[src/hdl/ffcr_pkg.sv]
// shared types and constants of the fixed frame command receiver
package ffcr_pkg;

	localparam int unsigned FrameLen = 14;
	localparam int unsigned StoreLen = FrameLen - 1;
	localparam int unsigned CountW   = $clog2(FrameLen);
	localparam int unsigned WordW    = 32;

	localparam logic [7:0] ByteStart = 8'd2;
	localparam logic [7:0] ByteEnd   = 8'd3;

	localparam logic [7:0] InstrWaypoint  = 8'd10;
	localparam logic [7:0] InstrStart     = 8'd11;
	localparam logic [7:0] InstrPause     = 8'd12;
	localparam logic [7:0] InstrStop      = 8'd13;
	localparam logic [7:0] InstrTelemetry = 8'd14;

	typedef enum logic [2:0] {
		EV_WAYPOINT  = 3'd0,
		EV_START     = 3'd1,
		EV_PAUSE     = 3'd2,
		EV_STOP      = 3'd3,
		EV_TELEMETRY = 3'd4,
		EV_REJECT    = 3'd5
	} event_t;

	typedef struct packed {
		logic             done;
		logic             ok;
		logic [7:0]       instr;
		logic [WordW-1:0] x;
		logic [WordW-1:0] y;
		logic [WordW-1:0] z;
	} frame_t;

	typedef struct packed {
		event_t           ev;
		logic [WordW-1:0] x;
		logic [WordW-1:0] y;
		logic [WordW-1:0] z;
		logic             paused;
	} result_t;

endpackage

[src/hdl/ffcr_channels.sv]
// valid/ready channel interfaces for received bytes and decoded events
interface ffcr_byte_if;
	logic       valid;
	logic       ready;
	logic [7:0] rx_byte;
	logic       parity_error;

	modport source (output valid, output rx_byte, output parity_error, input ready);
	modport sink (input valid, input rx_byte, input parity_error, output ready);
endinterface

interface ffcr_event_if;
	logic        valid;
	logic        ready;
	logic [2:0]  event_res;
	logic [31:0] coord_x;
	logic [31:0] coord_y;
	logic [31:0] coord_z;
	logic        paused;

	modport source (output valid, output event_res, output coord_x, output coord_y,
		output coord_z, output paused, input ready);
	modport sink (input valid, input event_res, input coord_x, input coord_y,
		input coord_z, input paused, output ready);
endinterface

[src/hdl/ffcr_assembler.sv]
// frame assembly: start detection, byte store, parity and end byte check
module ffcr_assembler import ffcr_pkg::*; (
	input  logic       clk,
	input  logic       arst_n,
	input  logic       valid_s1,
	input  logic [7:0] byte_s1,
	input  logic       perr_s1,
	output frame_t     frame
);

	logic [CountW-1:0] count_q;
	logic              in_frame_q;
	logic              frame_ok_q;
	logic [7:0]        store_q [StoreLen];
	logic              last;

	assign last = (count_q == CountW'(FrameLen - 1));

	always_ff @(posedge clk or negedge arst_n) begin
		if (!arst_n) begin
			count_q    <= '0;
			in_frame_q <= 1'b0;
			frame_ok_q <= 1'b1;
		end else if (valid_s1) begin
			if (!in_frame_q) begin
				// start byte parity is ignored
				if (byte_s1 == ByteStart) begin
					in_frame_q <= 1'b1;
					frame_ok_q <= 1'b1;
					count_q    <= '0;
				end
			end else if (last) begin
				in_frame_q <= 1'b0;
				count_q    <= '0;
			end else begin
				count_q    <= count_q + 1'b1;
				frame_ok_q <= frame_ok_q & ~perr_s1;
			end
		end
	end

	// end byte is checked on the fly and never stored
	always_ff @(posedge clk) begin
		if (valid_s1 && in_frame_q && !last) begin
			store_q[count_q] <= byte_s1;
		end
	end

	always_comb begin
		frame.done  = valid_s1 & in_frame_q & last;
		frame.ok    = frame_ok_q & ~perr_s1 & (byte_s1 == ByteEnd);
		frame.instr = store_q[0];
		frame.x     = {store_q[4], store_q[3], store_q[2], store_q[1]};
		frame.y     = {store_q[8], store_q[7], store_q[6], store_q[5]};
		frame.z     = {store_q[12], store_q[11], store_q[10], store_q[9]};
	end

endmodule

[src/hdl/ffcr_decoder.sv]
// instruction decode and paused flag
module ffcr_decoder import ffcr_pkg::*; (
	input  logic    clk,
	input  logic    arst_n,
	input  frame_t  frame,
	output logic    res_valid,
	output result_t res
);

	logic paused_q;
	logic paused_next;

	always_comb begin
		paused_next = paused_q;
		res_valid   = 1'b0;
		res.ev      = EV_REJECT;
		res.x       = '0;
		res.y       = '0;
		res.z       = '0;
		if (frame.done) begin
			if (!frame.ok) begin
				res_valid = 1'b1;
			end else begin
				unique case (frame.instr)
					InstrWaypoint: begin
						res_valid = 1'b1;
						res.ev    = EV_WAYPOINT;
						res.x     = frame.x;
						res.y     = frame.y;
						res.z     = frame.z;
					end
					InstrStart: begin
						res_valid   = 1'b1;
						res.ev      = EV_START;
						paused_next = 1'b0;
					end
					InstrPause: begin
						res_valid   = 1'b1;
						res.ev      = EV_PAUSE;
						paused_next = 1'b1;
					end
					InstrStop: begin
						res_valid = 1'b1;
						res.ev    = EV_STOP;
					end
					InstrTelemetry: begin
						res_valid = 1'b1;
						res.ev    = EV_TELEMETRY;
					end
					default: begin
						res_valid = 1'b0;
					end
				endcase
			end
		end
		res.paused = paused_next;
	end

	always_ff @(posedge clk or negedge arst_n) begin
		if (!arst_n) begin
			paused_q <= 1'b1;
		end else begin
			paused_q <= paused_next;
		end
	end

endmodule

[src/hdl/ffcr_out_buf.sv]
// result register with one skid entry
module ffcr_out_buf import ffcr_pkg::*; (
	input  logic    clk,
	input  logic    arst_n,
	input  logic    in_valid,
	input  result_t in_data,
	output logic    out_valid,
	output result_t out_data,
	input  logic    out_ready,
	output logic    skid_full
);

	logic    out_valid_q;
	result_t out_q;
	logic    skid_valid_q;
	result_t skid_q;
	logic    advance;

	assign advance = ~out_valid_q | out_ready;

	always_ff @(posedge clk or negedge arst_n) begin
		if (!arst_n) begin
			out_valid_q  <= 1'b0;
			skid_valid_q <= 1'b0;
		end else if (advance) begin
			if (skid_valid_q) begin
				out_valid_q  <= 1'b1;
				skid_valid_q <= in_valid;
			end else begin
				out_valid_q  <= in_valid;
			end
		end else if (in_valid) begin
			skid_valid_q <= 1'b1;
		end
	end

	always_ff @(posedge clk) begin
		if (advance) begin
			if (skid_valid_q) begin
				out_q  <= skid_q;
				skid_q <= in_data;
			end else begin
				out_q  <= in_data;
			end
		end else if (in_valid) begin
			skid_q <= in_data;
		end
	end

	assign out_valid = out_valid_q;
	assign out_data  = out_q;
	assign skid_full = skid_valid_q;

endmodule

[src/hdl/fixed_frame_command_receiver.sv]
// a byte reaches its event through two register stages: s1 and the result register
// one byte per cycle while rx.ready is high; at most one event per 15 byte transfers
// rx.ready drops only while the skid entry of the event buffer is occupied
// reset: arst_n clears control state at once; idle, no frame open, paused flag set
// the frame byte store has no reset and is always fully written before use
module fixed_frame_command_receiver import ffcr_pkg::*; (
	input  logic   clk,
	input  logic   arst_n,
	ffcr_byte_if.sink    rx,
	ffcr_event_if.source evt
);

	// input register stage
	logic       valid_s1;
	logic [7:0] byte_s1;
	logic       perr_s1;

	frame_t  frame;
	logic    res_valid;
	result_t res;
	logic    out_valid;
	result_t out_data;
	logic    skid_full;

	// a result can only follow a frame of 15 byte transfers, so once the skid
	// entry fills, at most one more byte sits in s1 and it never makes a result
	assign rx.ready = ~skid_full;

	always_ff @(posedge clk or negedge arst_n) begin
		if (!arst_n) begin
			valid_s1 <= 1'b0;
		end else begin
			valid_s1 <= rx.valid & rx.ready;
		end
	end

	// payload needs no reset
	always_ff @(posedge clk) begin
		if (rx.valid && rx.ready) begin
			byte_s1 <= rx.rx_byte;
			perr_s1 <= rx.parity_error;
		end
	end

	// framing: count bytes, store them, judge the frame on its last byte
	ffcr_assembler u_assembler (
		.clk      (clk),
		.arst_n   (arst_n),
		.valid_s1 (valid_s1),
		.byte_s1  (byte_s1),
		.perr_s1  (perr_s1),
		.frame    (frame)
	);

	// event selection and paused flag
	ffcr_decoder u_decoder (
		.clk       (clk),
		.arst_n    (arst_n),
		.frame     (frame),
		.res_valid (res_valid),
		.res       (res)
	);

	// result register plus skid entry, so s1 never stalls
	ffcr_out_buf u_out_buf (
		.clk       (clk),
		.arst_n    (arst_n),
		.in_valid  (res_valid),
		.in_data   (res),
		.out_valid (out_valid),
		.out_data  (out_data),
		.out_ready (evt.ready),
		.skid_full (skid_full)
	);

	assign evt.valid     = out_valid;
	assign evt.event_res = out_data.ev;
	assign evt.coord_x   = out_data.x;
	assign evt.coord_y   = out_data.y;
	assign evt.coord_z   = out_data.z;
	assign evt.paused    = out_data.paused;

endmodule
[src/flat_wrapper.sv]
// flat-port wrapper written by rule: the top's interface ports become plain ports
module fixed_frame_command_receiver_flat import ffcr_pkg::*;
  (clk, arst_n, rx_valid, rx_rx_byte, rx_parity_error, rx_ready, evt_valid, evt_event_res, evt_coord_x, evt_coord_y, evt_coord_z, evt_paused, evt_ready);
  ffcr_byte_if rx_i ();
  ffcr_event_if evt_i ();
  input  logic clk;
  input  logic arst_n;
  input wire logic [$bits(rx_i.valid)-1:0] rx_valid;
  input wire logic [$bits(rx_i.rx_byte)-1:0] rx_rx_byte;
  input wire logic [$bits(rx_i.parity_error)-1:0] rx_parity_error;
  output wire logic [$bits(rx_i.ready)-1:0] rx_ready;
  output wire logic [$bits(evt_i.valid)-1:0] evt_valid;
  output wire logic [$bits(evt_i.event_res)-1:0] evt_event_res;
  output wire logic [$bits(evt_i.coord_x)-1:0] evt_coord_x;
  output wire logic [$bits(evt_i.coord_y)-1:0] evt_coord_y;
  output wire logic [$bits(evt_i.coord_z)-1:0] evt_coord_z;
  output wire logic [$bits(evt_i.paused)-1:0] evt_paused;
  input wire logic [$bits(evt_i.ready)-1:0] evt_ready;
  assign rx_i.valid = rx_valid;
  assign rx_i.rx_byte = rx_rx_byte;
  assign rx_i.parity_error = rx_parity_error;
  assign rx_ready = rx_i.ready;
  assign evt_valid = evt_i.valid;
  assign evt_event_res = evt_i.event_res;
  assign evt_coord_x = evt_i.coord_x;
  assign evt_coord_y = evt_i.coord_y;
  assign evt_coord_z = evt_i.coord_z;
  assign evt_paused = evt_i.paused;
  assign evt_i.ready = evt_ready;
  fixed_frame_command_receiver u_core (.clk(clk), .arst_n(arst_n), .rx(rx_i), .evt(evt_i));
endmodule
[config.mk]
export PLATFORM = sky130hd
export DESIGN_NAME = fixed_frame_command_receiver_flat
export DESIGN_NICKNAME = d
export VERILOG_FILES = /design/src/hdl/ffcr_pkg.sv /design/src/hdl/ffcr_channels.sv /design/src/hdl/ffcr_assembler.sv /design/src/hdl/ffcr_decoder.sv /design/src/hdl/ffcr_out_buf.sv /design/src/hdl/fixed_frame_command_receiver.sv /design/src/flat_wrapper.sv
export SDC_FILE = /design/constraint.sdc
export NUM_CORES = 1
export LEC_CHECK = 0
export BUFFER_PORTS_ARGS = -buffer_cell sky130_fd_sc_hd__buf_2
export CORE_ASPECT_RATIO = 1.5
export CORE_UTILIZATION = 63
export CTS_BUF_LIST = sky130_fd_sc_hd__clkbuf_4 sky130_fd_sc_hd__clkbuf_8
export CTS_CLUSTER_DIAMETER = 200
export CTS_CLUSTER_SIZE = 20
export DETAILED_ROUTE_END_ITERATION = 10
export GPL_TIMING_DRIVEN = 1
export PLACE_DENSITY = 0.84
export SLEW_MARGIN = 20
export SYNTH_ARGS = -nofsm -noshare
export SYNTH_HDL_FRONTEND = slang
export SYNTH_SLANG_ARGS = --single-unit
[constraint.sdc]
create_clock -name clk -period 5.88 [get_ports clk]
set_clock_uncertainty 0.2 [all_clocks]
set_input_delay 1.176 -clock clk [delete_from_list [all_inputs] [get_ports clk]]
set_output_delay 1.176 -clock clk [all_outputs]
set_load 0.1 [all_outputs]
==> results of run 1 <==
[synthesized netlist by cell type, types with 2 or more instances]
cell type | instances | area [um^2]
edfxtp_1 | 313 | 9400
nand2_1 | 200 | 751
and2_1 | 97 | 607
o21ai_0 | 58 | 290
clkbuf_1 | 41 | 154
o21ai_2 | 40 | 350
nor2_1 | 14 | 52.6
dfrtp_1 | 8 | 200
nor3_1 | 6 | 30.0
buf_12 | 5 | 100
inv_1 | 4 | 15.0
mux2_2 | 4 | 45.0
nand2b_1 | 4 | 25.0
nand3_1 | 4 | 20.0
nor2b_1 | 3 | 18.8
nor4_1 | 3 | 18.8
a311oi_1 | 2 | 17.5
a31oi_1 | 2 | 12.5
and4b_1 | 2 | 20.0
buf_6 | 2 | 22.5
dfstp_2 | 2 | 52.6
o31a_1 | 2 | 17.5
or3_1 | 2 | 12.5
or4_4 | 2 | 22.5
[layout make-up]
type	count	area (um^2)
clock inverters	1	20.0
clock buffers	35	394
well taps	256	320
flip-flops and latches	323	9650
repair buffers	121	623
inverters	4	17.5
fillers	1286	5720
multi-input cells	463	2490
[power by group]
part	internal (W)	switching, W
Sequential	0.00253	0.0000622
Clock	0.000434	0.000656
Combinational	0.0000217	0.0000304
[worst max-delay path by stage]
stage	start	to	slack (ns)	cells after the start
final	u_core.byte_s1[1]	u_core.u_out_buf.skid_q[92]	2.38	5
after global placement	evt_ready	u_core.u_out_buf.skid_q[61]	2.32	4
after detailed placement	evt_ready	u_core.u_out_buf.skid_q[64]	2.29	4
after global routing	u_core.byte_s1[4]	u_core.u_out_buf.out_data[4]	2.24	5
after CTS	u_core.byte_s1[4]	u_core.u_out_buf.skid_q[76]	2.39	5
after floorplan	evt_ready	u_core.u_out_buf.out_data[0]	2.04	2
[state kept, by name, summed over array words and instances (netlist names)]
name,count
u_core.u_assembler.store_q,104
u_core.u_out_buf.out_data,100
u_core.u_out_buf.skid_q,100
u_core.byte_s1,8
u_core.u_assembler.count_q,4
u_core.perr_s1,1
u_core.u_assembler.frame_ok_q,1
u_core.u_assembler.in_frame_q,1
u_core.u_decoder.paused_q,1
u_core.u_out_buf.out_valid,1
u_core.u_out_buf.skid_full,1
u_core.valid_s1,1
[stage by stage]
step                      hold WS (ns)  instance area [um^2]
after global placement           0.260                 13100
final                            0.266                 13500
after global routing             0.251                 13500
after floorplan                  0.223                 12400
after detailed placement         0.270                 13100
after CTS                        0.244                 13500
[kinds of logic (layout without fill, tap and decap cells)]
group / after synthesis / in the layout
and+or+nand+nor: 344 / 344
adders and majority gates: 1 / 1
DFF: 323 / 323
AOI/OAI and AO/OA: 114 / 114
muxes: 4 / 4
buffers and inverters: 53 / 161
[layer usage]
metal	GRT usage [%]	up-vias
met2	37.6	302
met4	11.1	0
met3	2.96	60
met5	0	-
li1	-	3175
met1	30.8	3311
[placed cells by master (no fill, tap or decap), types with 3 or more instances in the layout]
cell type | netlist | routed
mux2_2 | 4 | 3
clkbuf_4 | 0 | 14
nor3_1 | 6 | 4
o21ai_2 | 40 | 40
nor2b_1 | 3 | 3
buf_2 | 0 | 114
nand2_1 | 200 | 200
and2_1 | 97 | 97
nand3_1 | 4 | 4
clkbuf_8 | 0 | 21
nand2b_1 | 4 | 4
dfrtp_1 | 8 | 7
nor2_1 | 14 | 14
buf_4 | 0 | 7
o21ai_0 | 58 | 58
edfxtp_1 | 313 | 313
==> impl_metrics.csv, run 1 <==
group,metric,value,unit
layout,layout-drive-gt1-share,22.5,%
global_route,grt_antenna_before_repair,0,
synth,ys_types,43,
synth,synthFlopType,"edfxtp_1",
timing,fin_ws,2.38,ns
global_route,grt_pass1_wl,34800,um
cts,postCtsSetupBuffers,0,
timing,finalSetupViolations,0,
placement,dp_cells,1167,
layout,synthToLayoutAreaGrowth,8.87,%
drt,ant_nets,0,
worst_hold_path,hp-class,"in2async",
synth,synth-simple-area-share,13.2,%
synth,synth_top_family_by_area,"simple AND/OR/NAND/NOR gates",
drt,routed_wl,22600,um
worst_setup_path,crit_path_max_incr_delay,0.76,ns
synth,syn-num-nets,852,
die,die_area,20300,um^2
cts,numCtsBuffers,20,
die,die_w,117,um
die,rows,62,
drt,routed_via_density,5.69,
global_route,grt_max_degree,102,
synth,synthAdderAreaFrac,0.0806,%
synth,syn_avg_cell_area,14.8,um^2
cts,clk_path_buf_depth,3,
die,pin_count,115,
worst_setup_path,r2r-start,"u_core.byte_s1[1]",
die,start_util,64.5,%
synth,syn_area,12400,um^2
drt,detail_route.first_pass.iterations,5,
synth,synth-async-reset-ratio,3.10,%
timing,rsz0062_at_grt,"no",
placement,place.gp.congestion,0.830,
worst_setup_path,path_cells,"or3b_2, or2_1, o31a_1, mux2_4, buf_4",
placement,portBuffers,114,
drt,wl_met3,1340,um
layout,diodes,0,
timing,fin_crit,3.50,ns
drt,wl_met1,8910,um
timing,setup-tns-final,0,ns
timing,worst_pin_slew,1.11,ns
cts,cts_tree,"done",
synth,synth-seq-area-share,77.7,%
synth,synth-xor-area-share,0,%
global_route,grt_util_all_layers,23.1,%
status,status,"finished, final reports clean",
worst_setup_path,crit_path_end_kind,"register",
die,fp.dieH,174,um
worst_setup_path,worst_r2r_path_depth,5,
worst_setup_path,path_class,"reg2reg",
timing,slew_viol_final,0,
job,cap_violations,0,
cts,hold_buffers,0,
drt,top_layer,"met4",
drt,drcViolationCount,0,
synth,netlist_instances,839,
cts,clock_latency,0.55,ns
power,total_leakage_power,5.52,nW
worst_setup_path,critical_path.top_delay_family,"simple AND/OR/NAND/NOR gates",
power,power,0.00373,W
layout,final_util,70.3,%
placement,hpwlAfterDp,13700,um
layout,nets,946,
synth,synth_mux_area_share,0.363,%
global_route,grt_pass1_vias,6571,
power,vdd_drop_max,0.000247,V
timing,fin_crit_sh,59.5,%
worst_setup_path,worst-path-buf-inv,1,
timing,slew_headroom,25.9,%
cts,cts_resized,0,
synth,synth_seq_cells,323,
synth,synth_edf_count,313,
cts,cts_sinks,323,
worst_setup_path,cp_slowest_cell,"edfxtp_1",
synth,yosys_warnings,0,
cts,htree_levels,1,
drt,vias,6848,
drt,wl_per_cell,18.8,um
cts,root_buffer,"clkbuf_8",
timing,fmax,286,MHz
cts,clk_pin_slew_worst_paths,0.12,ns
timing,hold_violations,0,
worst_setup_path,critPathArrivalTime,3.52,ns
worst_setup_path,worstPathRequired,5.90,ns
drt,met2_length,11300,um
global_route,grt_overflow,0,
worst_setup_path,r2r_setup_slack,2.38,ns
die,core-area,19200,um^2
synth,synth_compound_area_share,6.21,%
power,power.density,276,nW/um^2
worst_setup_path,critPathLaunchType,"register",
drt,drt_iter0_markers,785,
worst_setup_path,r2r-end,"u_core.u_out_buf.skid_q[92]",
worst_setup_path,critPathMaxFanout,53,
layout,finalNonFillerCells,1203,
placement,dp_slack,2.29,ns
Power figures use the tool's default switching activity.
==> inputs of run 2 (changes only) <==
- ABC_AREA: not set -> 1
- CORE_UTILIZATION: 63 -> 56
- PLACE_DENSITY: 0.84 -> 0.79
- clock period: 5.88 -> 2.9 ns (I/O delays scaled with it)
==> run 2 against run 1 <==
Via count rose by 19%; first-iteration DRC count grew 20%; sequential cell count is the same; final cell count increased by 26%; non-clock buffer count increased by 36; power rose by 97%; synthesized cell count grew 29%; setup slack lost 2.0 ns; clock power up 93%; count of clock-buffer cells in the layout fell by 7; largest cell class unchanged; largest power group unchanged; highest routed layer unchanged.
==> impl_metrics.csv, run 2 <==
group,metric,value,unit
timing,fmax,398,MHz
global_route,grt_util_all_layers,22.2,%
status,status,"finished, final reports clean",
drt,detail_route.first_pass.iterations,6,
cts,cts_tree,"done",
timing,hold_violations,0,
cts,cts_resized,0,
global_route,grt_overflow,0,
synth,synth_most_common_cell,"edfxtp_1",
synth,synth-async-reset-ratio,3.10,%
drt,drcViolationCount,0,
synth,synth_seq_cells,323,
drt,ant_nets,0,
die,pin_count,115,
drt,routed_via_density,5.34,
cts,clk_path_buf_depth,3,
global_route,grt_pass1_vias,7837,
synth,syn_avg_cell_area,12.1,um^2
global_route,grt_antenna_before_repair,0,
worst_setup_path,critPathLaunchType,"register",
cts,root_buffer,"clkbuf_8",
layout,layout-drive-gt1-share,20.1,%
die,rows,68,
drt,routed_wl,26100,um
layout,nets,1212,
timing,slew_viol_final,0,
die,start_util,57.0,%
synth,synthDominantCellAreaShare,71.5,%
cts,htree_levels,1,
worst_setup_path,path_class,"reg2out",
layout,largest_register_ffs,104,
synth,netlist_instances,1085,
cts,clock_latency,0.54,ns
synth,syn_area,13200,um^2
layout,final_util,63.6,%
synth,yosysTopAreaCell,"edfxtp_1",
timing,finalSetupViolations,0,
layout,nFillCells,1738,
synth,synth_edf_count,313,
cts,postCtsSetupBuffers,0,
synth,synth-seq-area-share,73.4,%
synth,syn-num-nets,1098,
layout,mostFrequentLayoutCells,"edfxtp_1, nand2_1, nor2_1",
worst_hold_path,hp-class,"in2reg",
die,fp.dieH,190,um
worst_setup_path,crit_path_end_kind,"output port",
global_route,grt_max_degree,97,
timing,rsz0062_at_grt,"no",
timing,fin_crit,2.51,ns
layout,final_common_cell,"edfxtp_1",
layout,synthToLayoutAreaGrowth,11.5,%
power,power,0.00734,W
layout,top_register,"u_core.u_assembler.store_q",
layout,diodes,0,
placement,place.gp.congestion,0.934,
power,power.density,501,nW/um^2
synth,synth-xor-area-share,0.0666,%
placement,hpwlAfterDp,15300,um
cts,clk_pin_slew_worst_paths,0.12,ns
drt,vias,8123,
synth,synthFlopType,"edfxtp_1",
worst_setup_path,r2r_setup_slack,0.43,ns
timing,setup-tns-final,0,ns
placement,portBuffers,114,
die,die_w,127,um
drt,wl_per_cell,17.2,um
cts,cts_sinks,323,
global_route,grt_pass1_wl,41200,um
synth,yosys_warnings,0,
die,die_area,24100,um^2
synth,synth_mux_area_share,0,%
worst_setup_path,worstPathRequired,2.12,ns
job,cap_violations,0,
timing,fin_crit_sh,86.5,%
synth,synth-simple-area-share,20.1,%
synth,synthAdderAreaFrac,0,%
synth,ys_types,27,
power,vdd_drop_max,0.000302,V
drt,drt_iter0_markers,941,
synth,synth_compound_area_share,0.590,%
worst_setup_path,critPathArrivalTime,1.73,ns
synth,synth_top_family_by_area,"simple AND/OR/NAND/NOR gates",
timing,worst_pin_slew,1.03,ns
power,total_leakage_power,6.13,nW
die,core-area,23100,um^2
timing,slew_headroom,31.2,%
cts,numCtsBuffers,20,
synth,synthTopCellsByCount,"edfxtp_1, nand2_1, nor2_1, inv_1, nand3_1",
synth,yosys-top-cells-area,"edfxtp_1, nand2_1, nand3_1, nor2_1, inv_1",
worst_setup_path,critPathMaxFanout,22,
run 2: cell count changes after synthesis, sizes merged, moves of 89 or more:
cell,delta
inv,+113
nor2,+108
nand3,+100
nor3,+98
and2,-97
o21ai,-89
run 2: cells by family after synthesis:
group,Yosys count
AOI/OAI and AO/OA,14
xor gates and xnor gates,1
buffers and inverters,182
DFF,323
and+or+nand+nor,565
run 2: timing repair:
item                                    CTS  global route
endpoints found under the setup margin    0             0
hold buffers                             10             0
endpoints found under the hold margin    19             0
run 2: worst paths after layout:
kind	start	end	cells after the start
setup / recovery	u_core.u_out_buf.skid_full	rx_ready	2
max in group asynchronous	arst_n	u_core.u_assembler.frame_ok_q	2
hold / removal	evt_ready	u_core.u_out_buf.skid_full	4
setup reg to reg	u_core.u_assembler.count_q[0]	u_core.u_out_buf.skid_q[71]	5
min in group asynchronous	arst_n	u_core.u_out_buf.skid_full	2
hold reg to reg	u_core.u_decoder.paused_q	u_core.u_decoder.paused_q	2
run 2: power by group:
part           internal [W]  total [W]  switching (W)  leakage [nW]
Sequential          0.00509    0.00512      0.0000308          3.31
Clock              0.000777    0.00210        0.00132         0.193
Combinational     0.0000386   0.000126      0.0000878          2.63
run 2: per-stage QoR:
stage,setup slack [ns],area (um^2),hold WS [ns],cells
floorplan,-0.330,13200,0.0844,1085
global placement,0.541,14200,0.257,1482
detailed placement,0.441,14200,0.261,1482
CTS,0.375,14700,0.138,1521
global route,0.275,14700,0.143,1521
finish,0.390,14700,0.165,1521
run 2: final cells by class:
class	count	area, um^2	share of cell area [%]
Multi-Input combinational cell	580	2760	18.8
Inverter	117	444	3.03
Sequential cell	323	9660	65.9
Timing Repair Buffer	157	1050	7.13
Clock inverter	1	20.0	0.137
Tap cell	315	394	2.69
Clock buffer	28	342	2.33
run 2: worst max-delay path, stage by stage, from the launching register on:
cell	delay (ns)
dfrtp_4	0.56
inv_2	0.38
buf_12	0.24
run 2: routing by layer:
layer  track usage [%]  wire (um)
met1              27.7      10400
met2              40.2      13600
met3              2.47       1350
met4              7.51        706
met5                 0          0
